## src/rtl/automaton_pattern_matcher_unit_defines.svh

```systemverilog
// assertion macros for the automaton pattern matcher unit
`ifndef AUTOMATON_PATTERN_MATCHER_UNIT_DEFINES_SVH
`define AUTOMATON_PATTERN_MATCHER_UNIT_DEFINES_SVH
`ifndef SYNTH
`define APM_ASSERT_IMP(lbl, ante, cons) \
  lbl: assert property (@(posedge clk) disable iff (rst) (ante) |-> (cons)) \
    else $error("apm assertion failed");
`define APM_ASSERT_NXT(lbl, ante, cons) \
  lbl: assert property (@(posedge clk) disable iff (rst) (ante) |=> (cons)) \
    else $error("apm assertion failed");
`else
`define APM_ASSERT_IMP(lbl, ante, cons)
`define APM_ASSERT_NXT(lbl, ante, cons)
`endif
`endif

```

## src/rtl/apm_pkg.sv

```systemverilog
// shared constants, register codes and control types of the pattern matcher
package apm_pkg;

  localparam int MAX_PATTERN_DEF    = 8;
  localparam int ALPHABET_SIZE_DEF  = 256;
  localparam int POSITION_WIDTH_DEF = 32;

  localparam int BYTE_W      = 8;
  localparam int LEN_W       = 4;
  localparam int PAT_W       = 64;
  localparam int DATA_W      = 64;
  localparam int ADDR_W      = 4;
  localparam int START_W     = 32;
  localparam int STATE_OUT_W = 4;

  typedef enum logic {
    REG_PATTERN_LENGTH = 1'b0,
    REG_PATTERN_BYTES  = 1'b1
  } reg_idx_t;

  typedef struct packed {
    logic accept;
    logic sweep_rd;
  } cmd_t;

  typedef struct packed {
    logic cfg_wr;
    logic row_last;
  } status_t;

endpackage

```

## src/rtl/apm_ctrl.sv

```systemverilog
// controller: table build sweep sequencing and word handshake
`include "automaton_pattern_matcher_unit_defines.svh"

module apm_ctrl import apm_pkg::*; #(
  parameter int MAX_PATTERN   = MAX_PATTERN_DEF,
  parameter int ALPHABET_SIZE = ALPHABET_SIZE_DEF,
  localparam int SW    = $clog2(MAX_PATTERN + 1),
  localparam int ABITS = $clog2(ALPHABET_SIZE)
) (
  input  logic             clk,
  input  logic             rst,
  input  logic             in_valid,
  output logic             in_ready,
  output logic             out_valid,
  input  logic             out_ready,
  input  status_t          st,
  output cmd_t             cmd,
  output logic [SW-1:0]    row,
  output logic [ABITS-1:0] col
);

  localparam int CW = ABITS + 1;

  typedef enum logic [1:0] {
    S_BUILD = 2'b01,
    S_RUN   = 2'b10
  } state_t;

  state_t        state;
  state_t        state_next;
  logic [CW-1:0] col_cnt;
  logic          col_end;
  logic          accept;

  assign col_end = (col_cnt == CW'(ALPHABET_SIZE));
  assign col     = col_cnt[ABITS-1:0];

  always_comb begin
    state_next = state;
    unique case (state)
      S_BUILD: begin
        if (col_end && st.row_last) state_next = S_RUN;
      end
      S_RUN: state_next = S_RUN;
      default: state_next = S_BUILD;
    endcase
    if (st.cfg_wr) state_next = S_BUILD;
  end

  assign in_ready     = (state == S_RUN) && (!out_valid || out_ready);
  assign accept       = in_valid && in_ready;
  assign cmd.accept   = accept;
  assign cmd.sweep_rd = (state == S_BUILD) && !col_end;

  always_ff @(posedge clk) begin
    if (rst) begin
      state     <= S_BUILD;
      row       <= '0;
      col_cnt   <= '0;
      out_valid <= 1'b0;
    end else begin
      state <= state_next;
      if (st.cfg_wr) begin
        row     <= '0;
        col_cnt <= '0;
      end else if (state == S_BUILD) begin
        if (col_end) begin
          col_cnt <= '0;
          if (!st.row_last) row <= row + SW'(1);
        end else begin
          col_cnt <= col_cnt + CW'(1);
        end
      end
      if (accept) begin
        out_valid <= 1'b1;
      end else if (out_ready) begin
        out_valid <= 1'b0;
      end
    end
  end

  `APM_ASSERT_NXT(a_cfg_restarts_build, st.cfg_wr, state == S_BUILD)
  `APM_ASSERT_NXT(a_accept_gives_result, accept, out_valid)
  `APM_ASSERT_NXT(a_build_ends, (state == S_BUILD) && col_end && st.row_last && !st.cfg_wr, state == S_RUN)
  `APM_ASSERT_IMP(a_col_bound, 1'b1, col_cnt <= CW'(ALPHABET_SIZE))

endmodule

```

## config.mk

```make
export PLATFORM = sky130hd
export DESIGN_NAME = apm_ctrl
export DESIGN_NICKNAME = d
export VERILOG_FILES = /design/src/rtl/apm_pkg.sv /design/src/rtl/apm_ctrl.sv
export VERILOG_INCLUDE_DIRS = /design/src /design/src/rtl
export SDC_FILE = /design/constraint.sdc
export NUM_CORES = 1
export LEC_CHECK = 0
export ABC_AREA = 1
export BUFFER_PORTS_ARGS = -buffer_cell sky130_fd_sc_hd__buf_2
export CAP_MARGIN = 20
export CORE_MARGIN = 5
export CORE_UTILIZATION = 51
export DETAILED_ROUTE_END_ITERATION = 10
export PLACE_DENSITY = 0.75
export SYNTH_ARGS = -nofsm -noshare
export SYNTH_HDL_FRONTEND = slang
export SYNTH_SLANG_ARGS = --single-unit
```

## constraint.sdc

```tcl
create_clock -name clk -period 2.03 [get_ports clk]
set_clock_uncertainty 0.15 [all_clocks]
set_input_delay 0.3045 -clock clk [delete_from_list [all_inputs] [get_ports clk]]
set_output_delay 0.3045 -clock clk [all_outputs]
set_load 0.01 [all_outputs]
```

* Yosys cells after proc, flatten, opt, wreduce, memory -nomap -nowiden
Cells that the tools add are included.
W data, S select, Z words.
** Storage, ports and cells
- Register bits after elaboration :: 16
- Input port bits :: 6
- Word-level logic and storage cells :: 26
** Cells by class
- $add $sub $neg :: 2
- Equal/unequal tests :: 4
- Multiplexer cells :: 5
- Bitwise gates (word level) :: 1
- Reductions and logical operators :: 10
** Operator list (number)
- $add A9 B1 Y9 const B :: 1
- $eq A9 B9 Y1 const B :: 1
- $mux W9 :: 1
- $add A4 B1 Y4 const B :: 1
- $logic_and A1 B1 Y1 :: 4
- $pmux W2 S2 :: 1
- $reduce_and A3 Y1 :: 1
- $eq A2 B1 Y1 const B :: 1
- $eq A2 B2 Y1 const B :: 1
- $logic_not A1 Y1 :: 2
- $mux W1 :: 2
- $mux W2 :: 1
- $ne A2 B2 Y1 const B :: 1
- $reduce_bool A2 Y1 :: 1
- $reduce_or A2 Y1 :: 1
- $logic_or A1 B1 Y1 :: 1
- $not A1 Y1 :: 1

* Longest topological paths before layout
Gate-level depths: netlist of run 1.
- Depth in word-level cells :: 5
- Gate-level depth with buffers :: 11
- Gate-level depth less buffers :: 11

* Least setup slack after synthesis of run 1
OpenSTA, ideal clock, no wires.
- Path kind :: register to output
- Start :: register col_cnt[0]
- End :: output cmd[0] (netlist name)
- Arrival time :: 1.031 ns
- Data required time :: 1.576 ns
- Path slack :: 0.544 ns
- Cell stages (with the launch flop) :: 10
- Path buffers :: 0
- Path through :: dfxtp_1 inv_1 ha_1 nand2_1 inv_1 nand2_1 nor2_2 inv_1 nand2_2 inv_1
** RTL lines
- from (decl) :: RTL line apm_ctrl.sv:31 : logic [CW-1:0] col_cnt;
- from (signal assigned) :: RTL line apm_ctrl.sv:71 : col_cnt <= col_cnt + CW'(1);
- to (decl) :: RTL line apm_ctrl.sv:17 : output cmd_t cmd,

==> results.py, run 1 <==
metrics = {
    "timing": {
        "layout_setup_ws_ns": 0.110,
        "hold_viol": 0,
        "layout_min_cycle_time_ns": 1.92,
        "setup_viol": 0,
        "finalCritPeriodShare_pct": 94.6,
        "worst_pin_slew_ns": 0.314,
        "maxSlewViolCount": 0,
        "fmax_mhz": 521,
        "slew_headroom_pct": 79.0,
    },
    "clock_tree": {
        "cts.sinks": 16,
        "cts_buffers": 3,
        "clk_latency_ns": 0.29,
        "clkTransAtPathRegs_ns": 0.10,
        "clk_path_buf_depth": 2,
        "cts_max_level": 1,
        "clockRootBuffer": "clkbuf_4",
        "cts_tree": "yes",
        "hold_buffers": 0,
    },
    "die": {
        "start_util_pct": 52.5,
        "die_y_um": 51.7,
        "dieArea_sq_um": 2670,
        "core_sq_um": 1690,
        "design.portCount": 22,
        "rows": 15,
        "die_w_um": 51.7,
    },
    "layout": {
        "n_antenna_cell": 0,
        "final_cells": 160,
        "drive_above_1_share_pct": 28.7,
        "area.growth.synth_to_final_pct": 15.8,
        "design_area_sq_um": 1030,
        "num-nets-final": 155,
    },
    "power": {
        "seqPwrFrac_pct": 57.1,
        "finalPower_w": 0.000557,
        "p_int_w": 0.000439,
        "vdd_drop_max_mv": 0.416,
        "power.switching_w": 0.000118,
        "power_frac_comb_pct": 5.4,
        "power.leakage_nw": 0.515,
        "pwr_density_cell_nw_per_um2": 543,
        "switching_share_pct": 21.2,
        "pwr-share-clk_pct": 37.6,
    },
    "synth": {
        "synth_top_area_share_pct": 36.1,
        "yosysUniqueCellTypes": 22,
        "synth_nets": 133,
        "yosysTopAreaCell": "dfxtp_1",
        "synth_seq_area_share_pct": 36.1,
        "yosysWarnings": 0,
        "syn_area_sq_um": 887,
        "yosys-top-cells-area": "dfxtp_1 36%, nor2_1 9.3%, inv_1 8.0%",
        "syn_inst": 122,
        "netlist_top_cells_count": "22 x nor2_1, 19 x inv_1, 18 x nand2_1, 16 x dfxtp_1, 9 x buf_4",
        "ys_ff_latch": 16,
        "syn-mean-instance-area_sq_um": 7.27,
        "synth_most_common_cell": "nor2_1",
        "ys.flop_type": "dfxtp_1",
        "synthArstFlopShare_pct": 0,
        "synth_edf_count": 0,
    },
    "place": {
        "post-place-ws_ns": 0.336,
        "dp.cells": 152,
        "dpl-instance-area_sq_um": 953,
        "globalplace.congestion": 0.820,
        "hpwl_um": 1340,
        "numPortBuffers": 21,
    },
    "grt": {
        "grt_max_degree": 10,
        "grt_antenna_before_repair": 0,
        "track_usage_pct": 13.8,
        "grt_pass1_vias": 706,
        "grt-ovfl-total": 0,
        "grt_first_pass_wirelength_um": 2780,
    },
    "setup_path": {
        "critPathArrivalTime_ns": 1.47,
        "worstPathMaxFanout": 5,
        "critPathCaptureType": "primary output",
        "slowest_delay_ns": 0.37,
        "critical_path.most_common_cell": "inv_1",
        "critical_path_required_ns": 1.58,
        "startpoint_type": "flip-flop",
        "critical-path-slowest-cell": "dfxtp_2",
        "r2r_setup_slack_ns": 0.44,
        "criticalPathCategory": "reg -> out",
        "path_cells": "inv_1 -> ha_1 -> nand2_1 -> inv_1 -> nand2_1 -> nor2_4 -> inv_1 -> nand2_2 -> inv_2 -> buf_2",
    },
    "routing": {
        "finalWirelength_um": 1670,
        "vias_per_cell": 4.83,
        "wire_per_inst_um": 10.4,
        "firstDrtPassIters": 4,
        "drc": 0,
        "vias": 772,
        "drt_iter0_markers": 11,
        "detail-route-antenna-nets": 0,
    },
    "outcome": {
        "outcome": "finished, final reports clean",
    },
    "job": {
        "maxCapViolCount": 0,
    },
    "worst_hold_path": {
        "hold_path.class": "in -> reg",
    },
}
## area by class of cell
| class | count | area, sq um |
|---|---|---|
| multi-input cells | 77 | 429 |
| well taps | 17 | 21.3 |
| inverters | 20 | 75.1 |
| repair buffers | 26 | 143 |
| fillers | 165 | 662 |
| clock buffers | 4 | 36.3 |
| flip-flops and latches | 16 | 323 |
## path summary, 6_finish.rpt
check,end,depth (start not counted),from
setup / recovery,cmd[0],10,col_cnt[1]$_SDFFE_PP0P_
hold / removal,out_valid$_SDFFE_PP0P_,3,rst
setup reg to reg,col_cnt[7]$_SDFFE_PP0P_,9,state[1]$_SDFFE_PP0P_
hold reg to reg,col_cnt[0]$_SDFFE_PP0P_,2,col_cnt[0]$_SDFFE_PP0P_
## routing by layer
layer | GRT usage (%) | vias to the layer above | wire length [um]
met3 | 3.44 | 4 | 55
met1 | 14.8 | 340 | 755
met5 | 0 | - | 0
met2 | 25.6 | 13 | 829
met4 | 5.24 | 0 | 29
li1 | - | 415 | -
## cells in the final DEF, fill, tap and decap left out, drive strengths merged
cell / synthesis / layout
buf: 9 / 26
nor2: 25 / 25
inv: 20 / 20
nand2: 19 / 19
dfxtp: 16 / 16
nand3: 7 / 7
a21oi: 5 / 5
ha: 5 / 5
o21ai: 5 / 5
xor2: 4 / 4
clkbuf: 0 / 4
nand4: 2 / 2
nor3b: 1 / 1
o21bai: 1 / 1
xnor2: 1 / 1
nor3: 1 / 1
a31oi: 1 / 1
## state kept, by name (all words and copies together) (netlist names)
name	count
col_cnt	9
state	2
out_valid	1
row	4
## power groups by stage
| stage | combinational [W] | clock [W] | sequential (W) |
|---|---|---|---|
| 3_5_place_dp | 0.0000274 | 0 | 0.000325 |
| 3_3_place_gp | 0.0000266 | 0 | 0.000325 |
| 5_1_grt | 0.0000339 | 0.000231 | 0.000318 |
| 2_1_floorplan | 0.0000174 | 0 | 0.000325 |
| 4_1_cts | 0.0000276 | 0.000216 | 0.000318 |
| 6_report | 0.0000299 | 0.000209 | 0.000318 |
## worst max-delay path: cells and delay by family, from the launching register on
family | cells | cell delay [ns]
DFF | 1 | 0.37
buffers and inverters | 5 | 0.35
and+or+nand+nor | 4 | 0.28
adders and majority gates | 1 | 0.17
## per-stage QoR
step | utilization, % | TNS, ns | hold slack, ns
2_1_floorplan | - | 0 | 0.305
3_3_place_gp | 56.4 | 0 | 0.322
3_5_place_dp | 56.4 | 0 | 0.328
4_1_cts | 58.6 | 0 | 0.115
5_1_grt | 60.8 | -0.0165 | 0.110
6_report | 60.8 | 0 | 0.122
## cells by family after synthesis
family                   after synthesis  synth area share [%]
XOR/XNOR                               5                  4.94
AND/OR/NAND/NOR                       55                  28.2
AO/OA/AOI/OAI                         12                  7.62
adder cells (fa/ha/maj)                5                  7.05
buffers and inverters                 29                  16.1
flip-flops                            16                  36.1
## repair_timing
action	in CTS	in global routing
setup buffers	0	4
gates resized for setup	0	5
endpoints found under the setup margin	0	1
Note: power is estimated with default switching activity, not from simulation.
==> inputs of run 2 (changes only) <==
- clock period: 2.03 -> 2.15 ns (I/O delays scaled with it)
==> run 2 against run 1 <==
Compared with the run above: register-to-register slack improved by 0.13 ns; sequential share of layout area rose by 0.70 points; cell count fell by 1.9%; critical path type unchanged; largest cell class unchanged; highest routed layer unchanged.
==> results.py, run 2 (synthesized netlist as in run 1, its figures left out) <==
metrics = {
    "layout": {
        "n_antenna_cell": 0,
        "final_cell_mix": "22 x nor2_1, 21 x buf_2, 19 x inv_1",
        "largest_reg_flops": 9,
        "largest-register": "col_cnt",
        "drive_above_1_share_pct": 25.7,
        "final_core_util_pct": 59.5,
        "final_common_cell": "nor2_1",
        "area.growth.synth_to_final_pct": 13.3,
        "final_cells": 157,
        "fillCellCount": 163,
        "num-nets-final": 152,
        "top_regs": "col_cnt (9), row (4), state (2)",
    },
    "timing": {
        "fmax_mhz": 503,
        "worst_pin_slew_ns": 0.326,
        "finalCritPeriodShare_pct": 92.5,
        "maxSlewViolCount": 0,
        "slew_headroom_pct": 78.2,
        "hold_viol": 0,
        "setup_viol": 0,
        "fin_tns_setup_ns": 0,
        "layout_min_cycle_time_ns": 1.99,
    },
    "power": {
        "power.leakage_nw": 0.499,
        "power_frac_comb_pct": 4.8,
        "p_int_w": 0.000413,
        "pwr-share-clk_pct": 38.3,
        "finalPower_w": 0.000528,
        "power.switching_w": 0.000115,
        "vdd_drop_max_mv": 0.426,
        "pwr_density_cell_nw_per_um2": 526,
        "seqPwrFrac_pct": 56.9,
        "switching_share_pct": 21.8,
    },
    "routing": {
        "drc": 0,
        "vias_per_cell": 4.94,
        "detail-route-antenna-nets": 0,
        "drt_iter0_markers": 9,
        "vias": 775,
        "firstDrtPassIters": 4,
        "wire_per_inst_um": 10.9,
        "finalWirelength_um": 1700,
    },
    "setup_path": {
        "critPathCaptureType": "primary output",
        "startpoint_type": "flip-flop",
        "path_cells": "inv_1 -> ha_1 -> nand2_1 -> inv_1 -> nand2_1 -> nor2_4 -> inv_1 -> nand2_2 -> inv_1 -> buf_2",
        "criticalPathCategory": "reg -> out",
        "critPathArrivalTime_ns": 1.52,
        "cp.buffers_inverters": 5,
        "cpLargestDelayFamily": "buffers and inverters",
        "slowest_delay_ns": 0.34,
        "critical_path.most_common_cell": "inv_1",
        "worstPathMaxFanout": 5,
        "critical-path-slowest-cell": "dfxtp_2",
        "critical_path_required_ns": 1.68,
    },
    "die": {
        "rows": 15,
        "die_w_um": 51.7,
        "start_util_pct": 52.5,
        "core_sq_um": 1690,
        "design.portCount": 22,
        "dieArea_sq_um": 2670,
        "die_y_um": 51.7,
    },
    "grt": {
        "track_usage_pct": 14.4,
        "grt_most_used_layer": "met2",
        "globalRouteMet3Util_pct": 2.58,
        "grtUsageMet1_pct": 16.0,
        "grt_first_pass_wirelength_um": 2860,
        "grt_antenna_before_repair": 0,
        "grtUsageMet2_pct": 25.6,
        "grt-ovfl-total": 0,
        "grt_pass1_vias": 717,
        "grt_max_degree": 10,
    },
    "clock_tree": {
        "cts.sinks": 16,
        "clockRootBuffer": "clkbuf_4",
        "hold_buffers": 0,
        "cts_tree": "yes",
        "clkTransAtPathRegs_ns": 0.09,
        "cts_buffers": 3,
        "cts_max_level": 1,
        "clk_path_buf_depth": 2,
        "clk_latency_ns": 0.29,
    },
    "place": {
        "hpwl_um": 1340,
        "globalplace.congestion": 0.820,
        "dp.cells": 152,
        "numPortBuffers": 21,
    },
    "outcome": {
        "outcome": "finished, final reports clean",
    },
    "worst_hold_path": {
        "hold_path.class": "in -> reg",
    },
    "job": {
        "maxCapViolCount": 0,
    },
}
[run 2: cell types whose count changed in the layout (fill, tap and decap cells not counted)]
cell   delta
inv_2     -2
buf_4     -3
inv_1     +2
[run 2: final timing paths]
check / slack [ns] / cells past startpoint / start / to
worst min-delay path: 0.13 / 3 / rst / out_valid$_SDFFE_PP0P_
worst max-delay path: 0.16 / 10 / col_cnt[0]$_SDFFE_PP0P_ / cmd[0]
worst min register to register: 0.34 / 2 / state[0]$_SDFFE_PP1P_ / state[0]$_SDFFE_PP1P_
worst max register to register: 0.57 / 9 / state[1]$_SDFFE_PP0P_ / col_cnt[7]$_SDFFE_PP0P_
[run 2: timing repair]
item / 4_1_cts / 5_1_grt
endpoints found under the hold margin: 0 / 0
setup buffers: 0 / 1
resized for setup: 0 / 3
setup endpoints to repair: 0 / 1
[run 2: layout make-up]
cell class	count	area (sq um)	area share, %
Sequential cell	16	323	32.1
Inverter	20	75.1	7.47
Tap cell	17	21.3	2.12
Timing Repair Buffer	23	120	12.0
Clock buffer	4	36.3	3.61
Multi-Input combinational cell	77	429	42.7
[run 2: metal layers]
| layer | up-vias | part of all wire [%] |
|---|---|---|
| li1 | 407 | - |
| met1 | 342 | 45 |
| met2 | 19 | 49 |
| met3 | 7 | 3.5 |
| met4 | 0 | 2.7 |
| met5 | - | 0 |
[run 2: power groups by stage]
stage	Combinational (W)	Sequential (W)	Clock (W)
after floorplan	0.0000164	0.000307	0
after global placement	0.0000251	0.000307	0
after CTS	0.0000258	0.000300	0.000210
final	0.0000255	0.000300	0.000202
after global routing	0.0000288	0.000301	0.000226
after detailed placement	0.0000256	0.000307	0
[run 2: worst register-to-register path: cells and delay by family (launching register included)]
kind	cells	cell delay (ns)
and+or+nand+nor	6	0.52
adders and majority gates	1	0.29
buffers and inverters	2	0.19
DFF	1	0.33
[run 2: through the flow]
step / instance area (sq um) / hold WS (ns) / setup WS, ns
floorplan: 887 / 0.305 / 0.646
global placement: 953 / 0.322 / 0.478
detailed placement: 953 / 0.328 / 0.430
CTS: 990 / 0.123 / 0.0928
global route: 1000 / 0.119 / -0.00360
finish: 1000 / 0.130 / 0.161
==> inputs of run 3 (changes only) <==
- CORE_UTILIZATION: 51 -> 55
- PLACE_DENSITY: 0.75 -> 0.8
- clock period: 2.15 -> 2.48 ns (I/O delays scaled with it)
==> run 3 against run 2 <==
Compared with the run above: sequential power down 13%; total power shrank 21%; register-to-register slack better by 0.32 ns; worst setup slack gained 0.24 ns; non-clock buffer count fell by 1; routed wire length down 4.8%; sequential share of layout area up 0.73 points; global-route usage grew 0.37 points; cell count shrank 1.9%; die area is 5.9% lower; largest cell class unchanged.
==> results.py, run 3 (synthesized netlist as in run 1, its figures left out) <==
metrics = {
    "outcome": {
        "outcome": "finished, final reports clean",
    },
    "setup_path": {
        "critical_path_required_ns": 1.96,
        "critical_path.most_common_cell": "inv_1",
        "startpoint_type": "flip-flop",
        "criticalPathCategory": "reg -> out",
        "cp-endpoint": "cmd[0]",
        "cp.buffers_inverters": 5,
        "critPathCaptureType": "primary output",
        "slowest_delay_ns": 0.34,
        "critPathArrivalTime_ns": 1.56,
        "crit_start": "col_cnt[0]$_SDFFE_PP0P_",
        "cpLargestDelayFamily": "buffers and inverters",
        "rr_startpoint": "state[1]$_SDFFE_PP0P_",
        "r2r_setup_slack_ns": 0.89,
        "path_cells": "inv_1 -> ha_1 -> nand2_1 -> inv_1 -> nand2_1 -> nor2_2 -> inv_1 -> nand2_2 -> inv_1 -> buf_2",
        "reg2reg_to": "col_cnt[7]$_SDFFE_PP0P_",
        "critical-path-slowest-cell": "dfxtp_1",
        "rr_worst_depth": 9,
        "cp_num_cells": 10,
        "worstPathMaxFanout": 5,
    },
    "layout": {
        "design_area_sq_um": 975,
        "num-nets-final": 151,
        "drive_above_1_share_pct": 23.2,
        "n_antenna_cell": 0,
        "largest_reg_flops": 9,
        "largest-register": "col_cnt",
        "final_cell_mix": "22 x nor2_1, 21 x buf_2, 19 x inv_1",
        "final_common_cell": "nor2_1",
        "area.growth.synth_to_final_pct": 9.87,
        "top_regs": "col_cnt (9), row (4), state (2)",
    },
    "timing": {
        "layout_min_cycle_time_ns": 2.08,
        "finalCritPeriodShare_pct": 83.8,
        "layout_setup_ws_ns": 0.402,
        "hold_viol": 0,
        "fmax_mhz": 481,
        "slew_headroom_pct": 81.5,
        "rsz0062_at_grt": "false",
        "setup_viol": 0,
        "worst_pin_slew_ns": 0.276,
        "fin_tns_setup_ns": 0,
        "maxSlewViolCount": 0,
        "fin_hold_ws_ns": 0.197,
    },
    "die": {
        "design.portCount": 22,
        "start_util_pct": 58.2,
        "dieArea_sq_um": 2520,
        "die_y_um": 50.2,
        "rows": 14,
        "die_w_um": 50.2,
        "core_sq_um": 1520,
    },
    "power": {
        "seqPwrFrac_pct": 62.4,
        "pwr-share-clk_pct": 32.3,
        "switching_share_pct": 22.2,
        "p_int_w": 0.000324,
        "power.leakage_nw": 0.487,
        "vdd_drop_max_mv": 0.305,
        "power.switching_w": 0.0000925,
        "pwr_density_cell_nw_per_um2": 428,
        "power_frac_comb_pct": 5.3,
    },
    "clock_tree": {
        "clk_latency_ns": 0.28,
        "hold_buffers": 0,
        "clkTransAtPathRegs_ns": 0.08,
        "cts_tree": "yes",
        "cts_buffers": 3,
        "post_cts_buffers": 0,
        "cts_max_level": 1,
        "ctsResizeCount": 0,
        "clockRootBuffer": "clkbuf_4",
        "clk_path_buf_depth": 2,
        "cts.sinks": 16,
    },
    "place": {
        "dpl-instance-area_sq_um": 952,
        "post-place-ws_ns": 0.718,
        "hpwl_um": 1260,
        "numPortBuffers": 21,
        "globalplace.congestion": 0.827,
    },
    "grt": {
        "grt_antenna_before_repair": 0,
        "grt_pass1_vias": 703,
        "grt_max_degree": 10,
        "track_usage_pct": 14.8,
        "grt_first_pass_wirelength_um": 2910,
        "grt-ovfl-total": 0,
    },
    "job": {
        "maxCapViolCount": 0,
    },
    "routing": {
        "wire_per_inst_um": 10.5,
        "firstDrtPassIters": 4,
        "vias_per_cell": 4.84,
        "drc": 0,
        "finalWirelength_um": 1620,
        "drt_iter0_markers": 26,
        "detail-route-antenna-nets": 0,
        "vias": 745,
    },
    "worst_hold_path": {
        "hold_start": "rst",
        "hold_path.class": "in -> reg",
    },
}
==> run 3: cell count changes in the layout (fill, tap and decap cells not counted) <==
cell      before  now
dfxtp_1       14   16
dfxtp_2        2    0
nor2_2         0    1
clkbuf_8       1    0
nor2_4         3    2
buf_4          2    1
==> run 3: layer usage <==
| metal | wire, um | vias up | track usage (%) |
|---|---|---|---|
| met5 | 0 | - | 0 |
| met4 | 17 | 0 | 7.42 |
| met3 | 82 | 2 | 4.14 |
| met2 | 795 | 14 | 23.4 |
| met1 | 726 | 328 | 18.1 |
| li1 | - | 401 | - |
==> run 3: power groups by stage <==
stage	registers [W]	logic [W]	clock network [W]
after CTS	0.000260	0.0000224	0.000140
final	0.000260	0.0000221	0.000135
after global placement	0.000266	0.0000217	0
after floorplan	0.000266	0.0000142	0
after global routing	0.000261	0.0000256	0.000151
after detailed placement	0.000266	0.0000221	0
==> run 3: per-stage QoR <==
| step | total power [W] | utilization, % | instances |
|---|---|---|---|
| CTS | 0.000422 | 64.0 | 154 |
| detailed placement | 0.000288 | 62.5 | 151 |
| finish | 0.000417 | 64.0 | 154 |
| global placement | 0.000288 | 62.5 | 151 |
| global route | 0.000437 | 64.0 | 154 |
| floorplan | 0.000280 | - | 122 |
==> run 3: final cells by class <==
| cell class | count | area (sq um) |
|---|---|---|
| Sequential cell | 16 | 320 |
| Fill cell | 141 | 549 |
| Tap cell | 16 | 20.0 |
| Timing Repair Buffer | 22 | 113 |
| Clock buffer | 3 | 22.5 |
| Multi-Input combinational cell | 77 | 424 |
| Inverter | 20 | 75.1 |
==> run 3: worst min-delay path by stage <==
stage | slack (ns) | cells past startpoint | end
detailed placement | 0.32 | 2 | state[0]$_SDFFE_PP1P_
global route | 0.19 | 3 | out_valid$_SDFFE_PP0P_
CTS | 0.19 | 3 | out_valid$_SDFFE_PP0P_
floorplan | 0.31 | 2 | state[0]$_SDFFE_PP1P_
global placement | 0.33 | 2 | state[0]$_SDFFE_PP1P_
finish | 0.20 | 3 | out_valid$_SDFFE_PP0P_
==> run 3: tightest hold or removal path, stage by stage <==
cell,delay [ns]
buf_2,0.09
o21bai_1,0.10
inv_1,0.04
